$ cat src/hw/rtl/cal_pkg.sv
// Shared types, constants and helper functions of the calendar date counter.
// Used by cal_cfg, cal_next and calendar_date_counter_unit; depends on nothing.
`default_nettype none

package cal_pkg;

	typedef enum logic [1:0] {
		REQ_TICK = 2'd0,
		REQ_SET  = 2'd1,
		REQ_READ = 2'd2
	} req_type_t;

	typedef enum logic [2:0] {
		FLD_HOUR    = 3'd0,
		FLD_MINUTE  = 3'd1,
		FLD_SECOND  = 3'd2,
		FLD_YEAR    = 3'd3,
		FLD_MONTH   = 3'd4,
		FLD_DAY     = 3'd5,
		FLD_WEEKDAY = 3'd6
	} field_sel_t;

	// Register indexes as decoded from paddr[2].
	localparam logic REG_RUN_PAUSED     = 1'b0;
	localparam logic REG_PRESCALE_LIMIT = 1'b1;

	localparam int unsigned ADDR_W = 3;

	localparam logic [9:0]  PRESCALE_LIMIT_RST = 10'd499;
	localparam logic [15:0] YEAR_RST           = 16'd2018;
	localparam logic [3:0]  MONTH_JAN          = 4'd1;
	localparam logic [3:0]  MONTH_FEB          = 4'd2;
	localparam logic [3:0]  MONTH_DEC          = 4'd12;
	localparam logic [4:0]  DAY_FIRST          = 5'd1;
	localparam logic [4:0]  DAY_MAX            = 5'd31;
	localparam logic [2:0]  WEEKDAY_FIRST      = 3'd1;
	localparam logic [2:0]  WEEKDAY_LAST       = 3'd7;

	// Multiplicative inverse of 25 modulo 2^16. A 16-bit value is a multiple of 25
	// exactly when its product with the inverse, modulo 2^16, is at most 65535 / 25.
	localparam logic [15:0] INV_25     = 16'd23593;
	localparam logic [15:0] DIV_25_MAX = 16'd2621;

	typedef struct packed {
		logic       run_paused;
		logic [9:0] prescale_limit;
	} cal_cfg_t;

	typedef struct packed {
		logic [1:0]         req_type;
		logic [2:0]         field_select;
		logic signed [15:0] set_value;
	} cal_req_t;

	typedef struct packed {
		logic [9:0]         prescale_count;
		logic signed [15:0] hour;
		logic signed [15:0] minute;
		logic signed [15:0] second;
		logic [15:0]        year;
		logic [3:0]         month;
		logic [4:0]         day;
		logic [2:0]         weekday;
	} cal_state_t;

	function automatic logic [4:0] days_in_month(input logic [3:0] month, input logic leap);
		logic [4:0] len;
		unique case (month)
			4'd1:    len = 5'd31;
			4'd2:    len = leap ? 5'd29 : 5'd28;
			4'd3:    len = 5'd31;
			4'd4:    len = 5'd30;
			4'd5:    len = 5'd31;
			4'd6:    len = 5'd30;
			4'd7:    len = 5'd31;
			4'd8:    len = 5'd31;
			4'd9:    len = 5'd30;
			4'd10:   len = 5'd31;
			4'd11:   len = 5'd30;
			4'd12:   len = 5'd31;
			default: len = 5'd31;
		endcase
		return len;
	endfunction

endpackage

`default_nettype wire

$ cat src/hw/rtl/cal_cfg.sv
// APB-style register file of the calendar date counter: run_paused and prescale_limit.
// Depends on cal_pkg.
`default_nettype none

module cal_cfg (
	input  wire logic                       clk,
	input  wire logic                       arst_n,
	input  wire logic                       psel,
	input  wire logic                       penable,
	input  wire logic                       pwrite,
	input  wire logic [cal_pkg::ADDR_W-1:0] paddr,
	input  wire logic [31:0]                pwdata,
	output logic      [31:0]                prdata,
	output logic                            pready,
	output cal_pkg::cal_cfg_t               cfg
);

	logic       wr_en;
	logic       run_paused_q;
	logic [9:0] prescale_limit_q;

	assign pready = 1'b1;
	assign wr_en  = psel && penable && pwrite && pready;

	always_ff @(posedge clk or negedge arst_n) begin
		if (!arst_n) begin
			run_paused_q     <= 1'b0;
			prescale_limit_q <= cal_pkg::PRESCALE_LIMIT_RST;
		end else if (wr_en) begin
			unique case (paddr[2])
				cal_pkg::REG_RUN_PAUSED:     run_paused_q     <= pwdata[0];
				cal_pkg::REG_PRESCALE_LIMIT: prescale_limit_q <= pwdata[9:0];
				default: ;
			endcase
		end
	end

	always_comb begin
		unique case (paddr[2])
			cal_pkg::REG_RUN_PAUSED:     prdata = {31'd0, run_paused_q};
			cal_pkg::REG_PRESCALE_LIMIT: prdata = {22'd0, prescale_limit_q};
			default:                     prdata = 32'd0;
		endcase
	end

	assign cfg.run_paused     = run_paused_q;
	assign cfg.prescale_limit = prescale_limit_q;

endmodule

`default_nettype wire

$ cat src/hw/rtl/cal_next.sv
// Next-state logic of the calendar: prescale count, second and weekday steps, day/month/year
// rollover with the Gregorian leap test, and single-field sets. Depends on cal_pkg.
`default_nettype none

module cal_next (
	input  wire cal_pkg::cal_cfg_t   cfg,
	input  wire cal_pkg::cal_state_t cur,
	input  wire cal_pkg::cal_req_t   req,
	output cal_pkg::cal_state_t      nxt,
	output logic                     advanced
);

	logic [15:0] year_prod;
	logic        div_25;
	logic        leap;
	logic [4:0]  month_len;
	logic [5:0]  day_inc;
	logic        at_limit;
	logic        month_ok;
	logic        day_ok;
	logic        weekday_ok;

	// Divisibility by 25 through the modular inverse; 4, 16 are plain masks.
	assign year_prod = cur.year * cal_pkg::INV_25;
	assign div_25    = year_prod <= cal_pkg::DIV_25_MAX;
	assign leap      = (cur.year[1:0] == 2'd0) && (!div_25 || (cur.year[3:0] == 4'd0));
	assign month_len = cal_pkg::days_in_month(cur.month, leap);
	assign day_inc   = {1'b0, cur.day} + 6'd1;
	assign at_limit  = cur.prescale_count >= cfg.prescale_limit;

	// Range checks on the signed set value: the sign bit must be clear.
	assign month_ok   = !req.set_value[15] && (req.set_value[15:4] == 12'd0)
		&& (req.set_value[3:0] >= cal_pkg::MONTH_JAN) && (req.set_value[3:0] <= cal_pkg::MONTH_DEC);
	assign day_ok     = !req.set_value[15] && (req.set_value[15:5] == 11'd0)
		&& (req.set_value[4:0] >= cal_pkg::DAY_FIRST) && (req.set_value[4:0] <= cal_pkg::DAY_MAX);
	assign weekday_ok = !req.set_value[15] && (req.set_value[15:3] == 13'd0)
		&& (req.set_value[2:0] >= cal_pkg::WEEKDAY_FIRST);

	always_comb begin
		nxt      = cur;
		advanced = 1'b0;
		unique case (req.req_type)
			cal_pkg::REQ_TICK: begin
				if (at_limit && !cfg.run_paused) begin
					advanced           = 1'b1;
					nxt.prescale_count = 10'd0;
					nxt.second         = cur.second + 16'sd1;
					nxt.weekday        = (cur.weekday == cal_pkg::WEEKDAY_LAST) ?
						cal_pkg::WEEKDAY_FIRST : cur.weekday + 3'd1;
					if (day_inc > {1'b0, month_len}) begin
						nxt.day = cal_pkg::DAY_FIRST;
						if (cur.month >= cal_pkg::MONTH_DEC) begin
							nxt.month = cal_pkg::MONTH_JAN;
							nxt.year  = cur.year + 16'd1;
						end else begin
							nxt.month = cur.month + 4'd1;
						end
					end else begin
						nxt.day = day_inc[4:0];
					end
				end else if (!at_limit) begin
					nxt.prescale_count = cur.prescale_count + 10'd1;
				end
			end
			cal_pkg::REQ_SET: begin
				unique case (req.field_select)
					cal_pkg::FLD_HOUR:   nxt.hour   = req.set_value;
					cal_pkg::FLD_MINUTE: nxt.minute = req.set_value;
					cal_pkg::FLD_SECOND: nxt.second = req.set_value;
					cal_pkg::FLD_YEAR:   nxt.year   = req.set_value;
					cal_pkg::FLD_MONTH: begin
						if (month_ok)
							nxt.month = req.set_value[3:0];
					end
					cal_pkg::FLD_DAY: begin
						if (day_ok)
							nxt.day = req.set_value[4:0];
					end
					cal_pkg::FLD_WEEKDAY: begin
						if (weekday_ok)
							nxt.weekday = req.set_value[2:0];
					end
					default: ;
				endcase
			end
			default: ;
		endcase
	end

endmodule

`default_nettype wire

$ cat src/hw/rtl/calendar_date_counter_unit.sv
// Top level of the calendar date counter: input register, calendar state, result register.
// Depends on cal_pkg, cal_cfg and cal_next.
//
//  Channel  Direction  Transaction content
//  s_*      in         tdata: set_value[15:0]; tuser: req_type[1:0], field_select[4:2]
//  m_*      out        tdata: hour, minute, second, year, month, day, weekday (low first)
//                      in 80 bits with zero padding; tuser: advanced[0]
//  APB      in/out     run_paused at 0x0, prescale_limit at 0x4
//
// One request per clock is sustained while m_tready stays high. A request is held in the
// input register, where the calendar logic reads and updates the state, and the answer is
// registered in the result register, which drives m_tvalid.
// A stalled m_tready holds the result and the input register; s_tready drops only when
// both are full. Reset (arst_n low) empties both and loads the calendar reset values.
`default_nettype none

module calendar_date_counter_unit (
	input  wire logic                       clk,
	input  wire logic                       arst_n,
	input  wire logic                       s_tvalid,
	output logic                            s_tready,
	input  wire logic [15:0]                s_tdata,  // set_value[15:0]
	input  wire logic [4:0]                 s_tuser,  // req_type[1:0], field_select[4:2]
	output logic                            m_tvalid,
	input  wire logic                       m_tready,
	// hour_now[15:0], minute_now[31:16], second_now[47:32], year_now[63:48],
	// month_now[67:64], day_now[72:68], weekday_now[75:73], zero[79:76]
	output logic      [79:0]                m_tdata,
	output logic      [0:0]                 m_tuser,  // advanced[0]
	input  wire logic                       psel,
	input  wire logic                       penable,
	input  wire logic                       pwrite,
	input  wire logic [cal_pkg::ADDR_W-1:0] paddr,
	input  wire logic [31:0]                pwdata,
	output logic      [31:0]                prdata,
	output logic                            pready
);

	cal_pkg::cal_cfg_t   cfg;
	cal_pkg::cal_req_t   req_s1;
	logic                valid_s1;
	cal_pkg::cal_state_t state_q;
	cal_pkg::cal_state_t state_nxt;
	cal_pkg::cal_state_t out_q;
	logic                adv_nxt;
	logic                adv_q;
	logic                out_valid_q;
	logic                fire_s1;
	logic                accept_in;

	cal_cfg u_cfg (
		.clk     (clk),
		.arst_n  (arst_n),
		.psel    (psel),
		.penable (penable),
		.pwrite  (pwrite),
		.paddr   (paddr),
		.pwdata  (pwdata),
		.prdata  (prdata),
		.pready  (pready),
		.cfg     (cfg)
	);

	cal_next u_next (
		.cfg      (cfg),
		.cur      (state_q),
		.req      (req_s1),
		.nxt      (state_nxt),
		.advanced (adv_nxt)
	);

	// The staged request is processed when the result register is free or being drained.
	assign fire_s1   = valid_s1 && (!out_valid_q || m_tready);
	assign s_tready  = !valid_s1 || fire_s1;
	assign accept_in = s_tvalid && s_tready;

	always_ff @(posedge clk or negedge arst_n) begin
		if (!arst_n) begin
			valid_s1    <= 1'b0;
			out_valid_q <= 1'b0;
		end else begin
			if (accept_in)
				valid_s1 <= 1'b1;
			else if (fire_s1)
				valid_s1 <= 1'b0;
			if (fire_s1)
				out_valid_q <= 1'b1;
			else if (m_tready)
				out_valid_q <= 1'b0;
		end
	end

	always_ff @(posedge clk) begin
		if (accept_in) begin
			req_s1.req_type     <= s_tuser[1:0];
			req_s1.field_select <= s_tuser[4:2];
			req_s1.set_value    <= s_tdata;
		end
		if (fire_s1) begin
			out_q <= state_nxt;
			adv_q <= adv_nxt;
		end
	end

	always_ff @(posedge clk or negedge arst_n) begin
		if (!arst_n) begin
			state_q.prescale_count <= 10'd0;
			state_q.hour           <= 16'sd0;
			state_q.minute         <= 16'sd0;
			state_q.second         <= 16'sd0;
			state_q.year           <= cal_pkg::YEAR_RST;
			state_q.month          <= cal_pkg::MONTH_JAN;
			state_q.day            <= cal_pkg::DAY_FIRST;
			state_q.weekday        <= cal_pkg::WEEKDAY_FIRST;
		end else if (fire_s1) begin
			state_q <= state_nxt;
		end
	end

	assign m_tvalid = out_valid_q;
	assign m_tdata  = {4'd0, out_q.weekday, out_q.day, out_q.month, out_q.year,
		out_q.second, out_q.minute, out_q.hour};
	assign m_tuser  = adv_q;

endmodule

`default_nettype wire

$ cat config.mk
export PLATFORM = sky130hd
export DESIGN_NAME = calendar_date_counter_unit
export DESIGN_NICKNAME = d
export VERILOG_FILES = /design/src/hw/rtl/cal_pkg.sv /design/src/hw/rtl/cal_cfg.sv /design/src/hw/rtl/cal_next.sv /design/src/hw/rtl/calendar_date_counter_unit.sv
export SDC_FILE = /design/constraint.sdc
export NUM_CORES = 1
export LEC_CHECK = 0
export ABC_AREA = 1
export CORE_UTILIZATION = 35
export DETAILED_ROUTE_END_ITERATION = 12
export DONT_BUFFER_PORTS = 1
export HOLD_SLACK_MARGIN = 0.06
export PLACE_DENSITY = 0.49
export SLEW_MARGIN = 20
export SYNTH_ARGS = -nofsm -noshare
export SYNTH_HDL_FRONTEND = slang
export SYNTH_SLANG_ARGS = --single-unit
$ cat constraint.sdc
create_clock -name clk -period 6.6 [get_ports clk]
set_input_delay 0.33 -clock clk [delete_from_list [all_inputs] [get_ports clk]]
set_output_delay 0.33 -clock clk [all_outputs]
set_load 0.02 [all_outputs]
; After elaboration in Yosys (flattened, before gate mapping)
; Cells that the tools add are included.
[totals]
register_bits = 197
out_inout_bits = 116
[op_classes]
addsub = 6
n_mul = 1
n_lt_le_gt_ge = 9
eq_ne = 14
mux = 28
n_bitwise = 1
reduce_logical = 35
[op_table]
columns = op, count
row1 = 44-bit case mux with 2 select lines, 1
row2 = 16-bit 2-to-1 mux, 5
row3 = 32-bit case mux with 2 select lines, 1
row4 = 44-bit 2-to-1 mux, 1
row5 = 32-bit 2-to-1 mux, 1
row6 = 10-bit 2-to-1 mux, 2
row7 = 20-bit 2-to-1 mux, 1
row8 = 16-bit by 1-bit adder with 16-bit output (second input constant), 1
row9 = 16-bit by 2-bit adder with 16-bit output (second input constant), 1
row10 = 16-bit by 12-bit <= comparator with 1-bit output (second input constant), 1
row11 = 16-bit by 15-bit multiplier with 16-bit output (second input constant), 1
row12 = 5-bit 2-to-1 mux, 3
row13 = 1-bit logical AND, 14
row14 = 13-bit logical NOT, 1
row15 = 3-bit equality test (second input constant), 4
row16 = 12-bit logical NOT, 1
row17 = 4-bit 2-to-1 mux, 3
row18 = 11-bit logical NOT, 1
row19 = 10-bit by 1-bit adder with 10-bit output (second input constant), 1
row20 = 10-bit >= comparator, 1
row21 = 5-bit case mux with 2 select lines, 1
row22 = 3-bit 2-to-1 mux, 3
row23 = 4-bit by 3-bit equality test with 1-bit output (second input constant), 2
row24 = 4-bit equality test (second input constant), 2
row25 = 26 further kinds, 41

; Longest topological paths before layout
; Gate-level depths: netlist (run 1).
[depth]
ltp_word = 11
depth_mapped = 37
mapped_depth_nobuf = 37

; Modules after synthesis
; Synthesis (run 1) repeated with hierarchy kept, for this count alone.
[hier_totals]
hier_cells = 1572
area_unflattened_um2 = 12861.1
[by_module_without_submodules]
columns = module, n_inst, cells_each, area_per_inst_um2
row1 = calendar_date_counter_unit, 1, 486, 6490.0
row2 = cal_next, 1, 986, 5619.1
row3 = cal_cfg, 1, 100, 752.0

; Worst setup path before layout (run 1)
; No wires, ideal clock.
[synth_timing]
path_kind = register to register
startpoint = reg state_q[15] (netlist bit)
endpoint = reg out_q (netlist bit m_tdata[67]) (data pin)
setup_ns = 0.263
arrival_ns = 5.171
required_time_ns = 6.337
slack_ns = 1.167
stages_incl_launch_ff = 32
path_buffers = 1
synth_period_minus_slack_ns = 5.433
cell_sequence = dfrtp_1 -> inv_1 -> ha_1 -> ha_1 -> inv_1 -> fa_1 -> fa_1 -> inv_1 -> fa_1 -> ha_1 -> ha_1 -> a21oi_1 -> o21a_1 -> nand2_1 -> nand2_1 -> nand3_1 -> nor2_1 -> nand3_1 -> nand2_1 -> a21oi_1 -> ha_1 -> a21oi_1 -> o21ai_1 -> nor2_1 -> nand2_2 -> nand2_4 -> buf_6 -> o21ai_2 -> o21ai_2 -> nand2_1 -> nand3_1 -> nand3_2
[synth_lines]
columns = item, line
row1 = "start, declared", calendar_date_counter_unit.sv:42  ; cal_pkg::cal_state_t state_q;
row2 = "start signal, assigned", calendar_date_counter_unit.sv:116  ; state_q <= state_nxt;
row3 = "end signal, assigned", calendar_date_counter_unit.sv:100  ; out_q <= state_nxt;
row4 = "end, declared", calendar_date_counter_unit.sv:44  ; cal_pkg::cal_state_t out_q;

==> metrics.md, run 1 <==
| Metric | Value |
|---|---|
| Outcome | `complete, no violations` |
| Synth cell count leaders | `nand2_1 (512), inv_1 (165), edfxtp_1 (98)` |
| Post-DRT Antenna Nets | `0` |
| Final setup violation count | `0` |
| Number of top-level pins | `179` |
| Worst endpoint required time | `6.89 ns` |
| Root Buffer Master | `clkbuf_16` |
| Starting DRC count in detailed routing | `776` |
| Y dimension of the die | `190 um` |
| Pre-antenna DRT Iters | `5` |
| Filler cells | `3,465` |
| Number of antenna violations at the first check in global routing | `0` |
| Data arrival time of the worst path | `6.42 ns` |
| Highest Clock Rate | `163 MHz` |
| Endpoint of the most critical setup path | `state_q[10]` |
| Share of flip-flops with an asynchronous set or reset | `50.3%` |
| Synth unique cells | `46` |
| Cell class contributing the biggest share of worst-path delay | `adder cells` |
| Diode count | `0` |
| Yosys warning total | `0` |
| Sequential standard cell area | `5440 um^2` |
| Slew Viols, Final | `0` |
| Final layout net count | `1,674` |
| H-tree levels | `4` |
| Multi-input gate area in the final layout | `5870 um^2` |
| Total half-perimeter wirelength after legalization and detailed placement | `23.0 mm` |
| Proportion of layout cells with a drive suffix above 1 | `6.37%` |
| Leading area contributor after synthesis | `edfxtp_1` |
| Vias after detailed routing | `9,703` |
| HP Class | `primary input to flop` |
| Slowest stage cell on the critical path | `fa_1` |
| Count of buffers inserted at the top-level ports | `0` |
| Unrepaired setup endpoints after global routing | `no` |
| Minimum period implied by the final worst setup slack | `6.13 ns` |
| Clock transition at the register clock pins on the worst setup and hold paths after CTS | `0.08 ns` |
| Reg2reg setup slack | `0.47 ns` |
| Count of non-filler cells in the finished layout | `1,977` |
| Top_reg_cell synth | `edfxtp_1` |
| Worst Max-Slew Pin Slew | `1.11 ns` |
| Cell types with the largest area share after synthesis | `edfxtp_1 (24%), dfrtp_1 (17%), nand2_1 (16%), ha_1 (8.5%), inv_1 (5.0%)` |
| Portion of the post-synthesis area used by sequential elements | `44.1%` |
| Syn avg cell area | `8.27 um^2` |
| Crit path top cell by count | `nand2_1` |
| Final period util | `92.8%` |
| Routability congestion estimate from global placement | `0.864` |
| Area of the die | `36,000 um^2` |
| EDFF count, synth | `98` |
| Die Width | `190 um` |
| Inst Count DP | `1,909` |
| Final worst clock skew | `0.0206 ns` |
| Kind of start point of the critical path | `flop` |
| Total global routing track utilization | `18.8%` |
| Clock tree from TritonCTS | `yes` |
| Detail-routed via count per cell | `4.91` |
| GRT overflow | `0` |
| Leakage power | `0.00650 uW` |
| Worst VDD drop | `408 uV` |
| Maximum number of pins on one net before global-route repair | `100` |
| Count of cell instances traversed by the critical path | `33` |
| Worst max-slew margin expressed relative to the limit | `26.1%` |
| Synthesized instance count | `1,492` |
| Worst setup path start | `state_q[14]` |
| Clock insertion delay at the later pin of the skew report | `0.46 ns` |
| Depth of the worst register-to-register path | `33` |
| Bufs on Longest Clock Path | `2` |
| CTS buffer count | `17` |
| Critical path start-end classification | `flop to flop` |
| Synthesis-to-finish area growth | `10.6%` |
| Number of max-capacitance violations reported | `0` |
| Via count of the first global-routing pass | `9,068` |
| Sum of negative setup slack | `0 ns` |
| Count leader, synth | `nand2_1` |
| Reg-to-Reg End | `state_q[10]` |
| DRT Wirelength | `33.0 mm` |
| Average wire per standard cell | `16.7 um` |
| TritonCTS Sinks | `197` |
| Starting density of the core | `35.6%` |
| DR DRC count | `0` |
| Yosys reg bits | `197` |
| CP Capture Type | `flop` |
| Wire length of the first global-routing pass | `52.4 mm` |
| CP peak stage delay | `0.54 ns` |
| Core footprint | `34,600 um^2` |
| Std cell rows | `68` |
| Bufs and invs on worst path | `4` |
| Area share of the leading cell type in the synthesized netlist | `23.9%` |
| Reg2reg start | `state_q[14]` |
| Summed instance area of the synthesized netlist | `12,300 um^2` |
| Power per cell area | `457 nW/um^2` |
| Largest fanout on the critical path | `12` |
| Total count of hold-check failures in the final report | `0` |
## state kept, by name, summed over array words and instances (netlist names)
signal and flops:
m_tdata 76, m_tuser 1, m_tvalid 1, req_s1 21, state_q 86, u_cfg.prescale_limit_q 10, u_cfg.run_paused_q 1, valid_s1 1
## power breakdown
group          switching (uW)  total [uW]  internal, uW
Sequential                491        2250          1760
Clock                     549        1100           546
Combinational            1800        2890          1100
## through the flow
step	area, um^2	hold slack, ns	setup WS, ns	utilization, %	total power (uW)
after floorplan	12400	0.0344	1.17	-	4400
after global placement	12700	0.0383	0.393	36.6	5090
after detailed placement	12700	0.0382	0.389	36.6	5150
after CTS	13600	0.140	0.324	39.4	6320
after global routing	13600	0.154	0.00697	39.4	6870
final	13600	0.160	0.473	39.4	6240
## worst min path at each step
stage / slack (ns) / cells past startpoint / start / to
2_1_floorplan: 0.03 / 0 / arst_n / m_tvalid
3_3_place_gp: 0.04 / 0 / arst_n / u_cfg.prescale_limit_q[9]
3_5_place_dp: 0.04 / 0 / arst_n / u_cfg.prescale_limit_q[9]
4_1_cts: 0.14 / 2 / penable / u_cfg.run_paused_q
5_1_grt: 0.15 / 2 / penable / u_cfg.run_paused_q
6_report: 0.16 / 2 / penable / u_cfg.run_paused_q
## timing repair
| action | CTS | global route |
|---|---|---|
| setup endpoints to repair | 0 | 8 |
| buffers inserted | 0 | 0 |
| hold buffers | 36 | 0 |
| resized for setup | 0 | 1 |
| endpoints found under the hold margin | 133 | 0 |
## kinds of logic after synthesis
kind of cell             share of synthesized area (%)
AND/OR/NAND/NOR                                   24.0
AO/OA/AOI/OAI                                     9.06
other                                           0.0609
adder cells (fa/ha/maj)                           11.4
flip-flops                                        44.1
XOR/XNOR                                          2.27
buffers and inverters                             9.08
## placed cells by master (no fill, tap or decap), drive strengths merged, types with 2 or more instances in the layout
| master | netlist | routed |
|---|---|---|
| buf | 59 | 18 |
| edfxtp | 98 | 98 |
| dfstp | 17 | 17 |
| nor2 | 59 | 59 |
| fa | 18 | 18 |
| nor3 | 24 | 24 |
| nor3b | 2 | 2 |
| a21oi | 30 | 30 |
| nor4 | 2 | 2 |
| xor2 | 29 | 29 |
| nand3b | 7 | 7 |
| a22oi | 37 | 37 |
| conb | 2 | 27 |
| o211ai | 4 | 4 |
| nand2 | 516 | 516 |
| nand3 | 82 | 82 |
| clkinv | 0 | 6 |
| nand4 | 17 | 17 |
| ha | 84 | 84 |
| o21ai | 121 | 121 |
| xnor2 | 3 | 3 |
| dlygate4sd3 | 0 | 35 |
| o21a | 2 | 2 |
| dfrtp | 82 | 82 |
| inv | 171 | 179 |
| clkbuf | 21 | 17 |
## final cells by class
class                           count  area share [%]
Clock buffer                       17            3.12
Clock inverter                     15            1.34
Inverter                          171            4.76
Multi-Input combinational cell   1069            43.0
Sequential cell                   197            39.9
Tap cell                          455            4.17
Timing Repair Buffer               53            3.70
## per-layer routing
metal	up-vias	GRT usage (%)	routed length, um
met5	-	0	0
li1	4852	-	-
met4	0	4.31	371
met3	19	3.01	1330
met2	213	29.1	14800
met1	4619	27.4	16400
(Power assumes the default switching activity.)
==> inputs of run 2 (changes only) <==
--- a/config.mk
+++ b/config.mk
@@ -12,5 +12,5 @@
 export HOLD_SLACK_MARGIN = 0.06
 export PLACE_DENSITY = 0.49
-export SLEW_MARGIN = 20
+export SETUP_SLACK_MARGIN = 0.15
 export SYNTH_ARGS = -nofsm -noshare
 export SYNTH_HDL_FRONTEND = slang
==> constraint.sdc (replaced) <==
create_clock -name clk -period 6.6 [get_ports clk]
set_input_delay 0.33 -clock clk [delete_from_list [all_inputs] [get_ports clk]]
set_output_delay 0.33 -clock clk [all_outputs]
set_load 0.01 [all_outputs]
==> run 2 against run 1 <==
Maximum frequency up 2.2%. Non-clock buffer count increased by 2. Final area is 0.43% higher. Sequential power is 4% lower. Register-to-register slack improved by 0.13 ns. Total power fell by 1.1%. Hold slack got worse by 0.0047 ns. Critical path type unchanged. Largest cell class unchanged.
==> metrics.md, run 2 (synthesis results as in run 1) <==
| Metric | Value |
|---|---|
| Outcome | `complete, no violations` |
| Worst VDD drop | `320 uV (-22%)` |
| Slew Viols, Final | `0 (unchanged)` |
| Power per cell area | `450 nW/um^2 (-1.5%)` |
| Std cell rows | `68 (unchanged)` |
| Crit path top cell by count | `nand2_1` |
| Bufs on Longest Clock Path | `2 (unchanged)` |
| Average wire per standard cell | `16.7 um (+0.12%)` |
| Setup WS post-layout | `0.604 ns (+0.132 ns)` |
| Final setup violation count | `0 (unchanged)` |
| Leakage power | `0.00652 uW (+0.32%)` |
| Sum of negative setup slack | `0 ns (unchanged)` |
| Proportion of layout cells with a drive suffix above 1 | `6.63% (+0.25 points)` |
| TritonCTS Sinks | `197 (unchanged)` |
| CP peak stage delay | `0.55 ns (about the same)` |
| Diode count | `0 (unchanged)` |
| Wire length of the first global-routing pass | `52.2 mm (-0.42%)` |
| Hold Path Stages | `2 (unchanged)` |
| Slowest stage cell on the critical path | `fa_1` |
| Number of top-level pins | `179 (unchanged)` |
| GRT overflow | `0 (unchanged)` |
| Count of cell instances traversed by the critical path | `31 (-6.1%)` |
| Final worst clock skew | `0.0221 ns (+0.00148 ns)` |
| Detail-routed via count per cell | `4.93 (+0.44%)` |
| Largest fanout on the critical path | `12 (unchanged)` |
| Y dimension of the die | `190 um (unchanged)` |
| Vias after detailed routing | `9,756 (+0.55%)` |
| Worst Max-Slew Pin Slew | `1.08 ns (-0.0308 ns)` |
| Depth of the worst register-to-register path | `31 (-6.1%)` |
| Maximum number of pins on one net before global-route repair | `100 (unchanged)` |
| Total half-perimeter wirelength after legalization and detailed placement | `23.0 mm (-0.16%)` |
| Number of max-capacitance violations reported | `0 (unchanged)` |
| Die Width | `190 um (unchanged)` |
| Number of antenna violations at the first check in global routing | `0 (unchanged)` |
| Worst setup slack before clock tree synthesis | `0.380 ns (-0.00889 ns)` |
| CP Capture Type | `flop` |
| Synthesis-to-finish area growth | `11.1%` |
| Worst Hold Slack | `0.155 ns (-0.00467 ns)` |
| Max reg flops | `86 (unchanged)` |
| Most frequent standard cell in the layout excluding fill and tap cells | `nand2_1` |
| Sum of met2 wire segment lengths after detailed routing | `14.5 mm (-2.2%)` |
| Reg2reg setup slack | `0.60 ns (+0.13 ns)` |
| Register with the highest flop count | `state_q` |
| Root Buffer Master | `clkbuf_16` |
| Final layout net count | `1,676 (+0.12%)` |
| Starting DRC count in detailed routing | `745 (-4.0%)` |
| Filler cells | `3,455 (-0.29%)` |
| Core footprint | `34,600 um^2 (unchanged)` |
| Clock transition at the register clock pins on the worst setup and hold paths after CTS | `0.09 ns (about the same)` |
| Via count of the first global-routing pass | `9,047 (-0.23%)` |
| Routability congestion estimate from global placement | `0.863 (about the same)` |
| Total count of hold-check failures in the final report | `0 (unchanged)` |
| Starting density of the core | `35.6% (unchanged)` |
| Minimum period implied by the final worst setup slack | `6.00 ns (-0.132 ns)` |
| Post-route core utilization | `39.6% (+0.17 points)` |
| Highest-count cells in the layout ignoring fill and taps | `nand2_1 (511), inv_1 (164), edfxtp_1 (98)` |
| DRT Wirelength | `33.0 mm (+0.22%)` |
| Worst endpoint required time | `6.80 ns (-0.09 ns)` |
| Met3 Wirelength | `1.65 mm (+24%)` |
| H-tree levels | `4 (unchanged)` |
| Kind of start point of the critical path | `flop` |
| Unrepaired setup endpoints after global routing | `no` |
| Pre-antenna DRT Iters | `5 (unchanged)` |
| Post-DRT Antenna Nets | `0 (unchanged)` |
| CTS buffer count | `17 (unchanged)` |
| Critical path start-end classification | `flop to flop` |
| Bufs and invs on worst path | `4 (unchanged)` |
| Cell class contributing the biggest share of worst-path delay | `adder cells` |
| Worst max-slew margin expressed relative to the limit | `28.1% (+2.1 points)` |
| Clock insertion delay at the later pin of the skew report | `0.47 ns (about the same)` |
| Count of non-filler cells in the finished layout | `1,979 (+0.10%)` |
| DR DRC count | `0 (unchanged)` |
| Area of the die | `36,000 um^2 (unchanged)` |
| Inst Count DP | `1,909 (unchanged)` |
| Highest Clock Rate | `167 MHz (+2.2%)` |
| HP Class | `primary input to flop` |
| Count of buffers inserted at the top-level ports | `0 (unchanged)` |
| Highest routed metal layer | `met4` |
| Final period util | `90.8% (-2.0 points)` |
| Total global routing track utilization | `18.8% (about the same)` |
| Data arrival time of the worst path | `6.20 ns (-0.22 ns)` |
| Routed length on met1 | `16.4 mm (-0.37%)` |
| Clock tree from TritonCTS | `yes` |
==> run 2: cell types whose count changed in the layout (fill, tap and decap cells not counted), moves of 2 or more <==
cell,before,now
inv_6,6,2
inv_8,3,5
a21oi_2,1,3
clkinv_4,3,0
a21oi_1,29,27
inv_12,0,4
==> run 2: worst reg2reg max path: cells and delay by family (launching register included) <==
kind / cells / cell delay (ns)
AO/OA/AOI/OAI: 6 / 0.67
buffers and inverters: 4 / 0.38
adder cells (fa/ha/maj): 8 / 3.07
flip-flops: 1 / 0.44
AND/OR/NAND/NOR: 13 / 1.17
==> run 2: power breakdown <==
part	leakage [uW]	total [uW]	switching [uW]	internal, uW
clock	0.000304	1130	595	533
combinational	0.00399	2890	1790	1100
sequential	0.00222	2150	396	1750
total	0.00652	6170	2780	3390
==> run 2: layout make-up <==
cell class              instances  area (um^2)  area share (%)
clock inverters                15          206            1.51
inverters                     171          649            4.74
repair buffers                 55          524            3.83
multi-input cells            1069         5890            43.0
clock buffers                  17          425            3.10
flip-flops and latches        197         5440            39.7
well taps                     455          569            4.15
==> run 2: repair_timing <==
action	CTS	global route
gates resized for setup	0	5
setup buffers	0	2
setup endpoints to repair	0	41
hold endpoints to repair	133	0
hold buffers	36	0
==> run 2: metrics by stage <==
step                total power (uW)  area, um^2
global placement                4980       12700
global route                    6840       13700
floorplan                       4290       12400
CTS                             6240       13700
finish                          6170       13700
detailed placement              5030       12700
==> run 2: worst paths after layout <==
kind                             startpoint                   endpoint
worst max-delay path            state_q[14]                m_tdata[56]
worst min-delay path                penable         u_cfg.run_paused_q
worst max register to register  state_q[14]                m_tdata[56]
worst min register to register  state_q[55]                state_q[55]
max in group asynchronous            arst_n                state_q[14]
min in group asynchronous            arst_n  u_cfg.prescale_limit_q[9]
==> run 2: routing by layer <==
layer | vias up | GRT usage (%)
met5 | - | 0
met4 | 0 | 5.09
met3 | 35 | 4.50
met2 | 231 | 28.6
met1 | 4610 | 26.6
li1 | 4880 | -
==> inputs of run 3 (changes only) <==
Settings changed: PLACE_DENSITY 0.49 to default.
==> run 3 against run 2 <==
Sequential power about the same. Clock power down 5%. Clock skew down 0.0055 ns. Count of clock-buffer cells in the layout is 1 higher. Worst setup slack got worse by 0.042 ns. Non-clock buffer count fell by 2. Die area is the same. Maximum frequency is 0.69% lower. Final cell count hardly changed. Flip-flop and latch count is the same. Critical endpoint is now state_q[10].
==> metrics.md, run 3 (synthesis results as in run 1) <==
| Metric | Value |
|---|---|
| TritonCTS Sinks | `197 (unchanged)` |
| Die Width | `190 um (unchanged)` |
| CP Capture Type | `flop` |
| Max reg flops | `86 (unchanged)` |
| Total global routing track utilization | `18.1% (-0.75 points)` |
| Detail-routed via count per cell | `4.98 (+1.1%)` |
| Starting density of the core | `35.6% (unchanged)` |
| CP peak stage delay | `0.55 ns (about the same)` |
| H-tree levels | `4 (unchanged)` |
| Largest fanout on the critical path | `13 (+1)` |
| Pre-antenna DRT Iters | `6 (+1)` |
| Number of max-capacitance violations reported | `0 (unchanged)` |
| Wire length of the first global-routing pass | `50.9 mm (-2.3%)` |
| Minimum period implied by the final worst setup slack | `6.04 ns (+0.0418 ns)` |
| Final setup violation count | `0 (unchanged)` |
| Final layout net count | `1,674 (-0.12%)` |
| Highest-count cells in the layout ignoring fill and taps | `nand2_1 (511), inv_1 (164), edfxtp_1 (98)` |
| HP Class | `primary input to flop` |
| Area of the die | `36,000 um^2 (unchanged)` |
| Worst max-slew margin expressed relative to the limit | `29.5% (+1.4 points)` |
| Count of non-filler cells in the finished layout | `1,978 (-0.051%)` |
| Clock tree from TritonCTS | `yes` |
| Total count of hold-check failures in the final report | `0 (unchanged)` |
| Maximum number of pins on one net before global-route repair | `100 (unchanged)` |
| Number of top-level pins | `179 (unchanged)` |
| Starting DRC count in detailed routing | `752 (+0.94%)` |
| Total half-perimeter wirelength after legalization and detailed placement | `22.3 mm (-3.0%)` |
| Unrepaired setup endpoints after global routing | `no` |
| Bufs on Longest Clock Path | `2 (unchanged)` |
| Outcome | `complete, no violations` |
| Std cell rows | `68 (unchanged)` |
| Core footprint | `34,600 um^2 (unchanged)` |
| Post-DRT Antenna Nets | `0 (unchanged)` |
| Synthesis-to-finish area growth | `10.7%` |
| Filler cells | `3,450 (-0.14%)` |
| Inst Count DP | `1,905 (-0.21%)` |
| Highest Clock Rate | `166 MHz (-0.69%)` |
| Slew Viols, Final | `0 (unchanged)` |
| Count of buffers inserted at the top-level ports | `0 (unchanged)` |
| DR DRC count | `0 (unchanged)` |
| Final period util | `91.5% (+0.63 points)` |
| DRT Wirelength | `32.0 mm (-3.2%)` |
| Leakage power | `0.00650 uW (-0.30%)` |
| Number of antenna violations at the first check in global routing | `1 (+1)` |
| Power per cell area | `447 nW/um^2 (-0.78%)` |
| Final worst clock skew | `0.0166 ns (-0.00552 ns)` |
| Sum of negative setup slack | `0 ns (unchanged)` |
| Kind of start point of the critical path | `flop` |
| Routability congestion estimate from global placement | `0.914 (+5.9%)` |
| Vias after detailed routing | `9,859 (+1.1%)` |
| Critical path start-end classification | `flop to flop` |
| Data arrival time of the worst path | `6.32 ns (+0.12 ns)` |
| Root Buffer Master | `clkbuf_16` |
| Worst Max-Slew Pin Slew | `1.05 ns (-0.0207 ns)` |
| Worst endpoint required time | `6.89 ns (+0.09 ns)` |
| Via count of the first global-routing pass | `9,215 (+1.9%)` |
| Slowest stage cell on the critical path | `fa_1` |
| GRT overflow | `0 (unchanged)` |
| Crit path top cell by count | `nand2_1` |
| Most frequent standard cell in the layout excluding fill and tap cells | `nand2_1` |
| CTS buffer count | `17 (unchanged)` |
| Total power consumption of the routed design | `6100 uW (-1.1%)` |
| Clock transition at the register clock pins on the worst setup and hold paths after CTS | `0.08 ns (about the same)` |
| Worst VDD drop | `206 uV (-36%)` |
| Average wire per standard cell | `16.2 um (-3.2%)` |
| Proportion of layout cells with a drive suffix above 1 | `6.37% (-0.25 points)` |
| Y dimension of the die | `190 um (unchanged)` |
| Register with the highest flop count | `state_q` |
| Clock insertion delay at the later pin of the skew report | `0.45 ns (-0.02 ns)` |
-- run 3: path summary, 6_finish.rpt --
path	start	to	slack, ns	depth (start not counted)
worst max-delay path	state_q[15]	state_q[10]	0.56	33
worst min-delay path	m_tready	m_tvalid	0.11	3
worst max register to register	state_q[15]	state_q[10]	0.56	33
worst min register to register	state_q[69]	state_q[69]	0.48	2
max in group asynchronous	arst_n	state_q[32]	5.64	2
min in group asynchronous	arst_n	state_q[82]	0.50	2
-- run 3: routing by layer --
| layer | vias to the layer above | global-route usage, % | part of all wire, % |
|---|---|---|---|
| li1 | 4857 | - | - |
| met1 | 4682 | 23.9 | 45 |
| met2 | 283 | 29.6 | 47 |
| met3 | 37 | 4.17 | 5.8 |
| met4 | 0 | 4.44 | 1.6 |
| met5 | - | 0 | 0 |
-- run 3: timing repair --
action | 4_1_cts | 5_1_grt
hold buffers | 35 | 0
gates resized for setup | 0 | 2
buffers inserted | 0 | 5
setup endpoints to repair | 0 | 20
endpoints found under the hold margin | 132 | 0
-- run 3: stage by stage --
| step | setup slack, ns | util, % | instance area, um^2 | hold slack [ns] |
|---|---|---|---|---|
| after floorplan | 1.17 | - | 12400 | 0.0344 |
| after CTS | 0.491 | 39.3 | 13600 | 0.0853 |
| after global placement | 0.533 | 36.5 | 12600 | 0.0371 |
| after global routing | 0.162 | 39.4 | 13700 | 0.0924 |
| final | 0.563 | 39.4 | 13700 | 0.105 |
| after detailed placement | 0.525 | 36.5 | 12600 | 0.0395 |
-- run 3: report_power, final --
group / internal, uW / switching (uW)
sequential: 1750 / 393
combinational: 1100 / 1780
clock: 544 / 523
total: 3400 / 2700
-- run 3: critical path, delay by kind of cell (launching register included) --
kind / cells / cell delay, ns
adder cells (fa/ha/maj): 8 / 3.06
AND/OR/NAND/NOR: 14 / 1.25
AO/OA/AOI/OAI: 7 / 0.75
buffers and inverters: 4 / 0.44
flip-flops: 1 / 0.38
-- run 3: cell type report --
class                      instances  area, um^2  share of cell area, %
antenna                            1        2.50                 0.0183
clock buffer                      18         429                   3.14
clock inverter                    14         164                   1.20
inverter                         171         649                   4.76
multi-input combinational       1069        5880                   43.1
sequential                       197        5440                   39.9
tap                              455         569                   4.17
timing repair buffer              53         515                   3.78
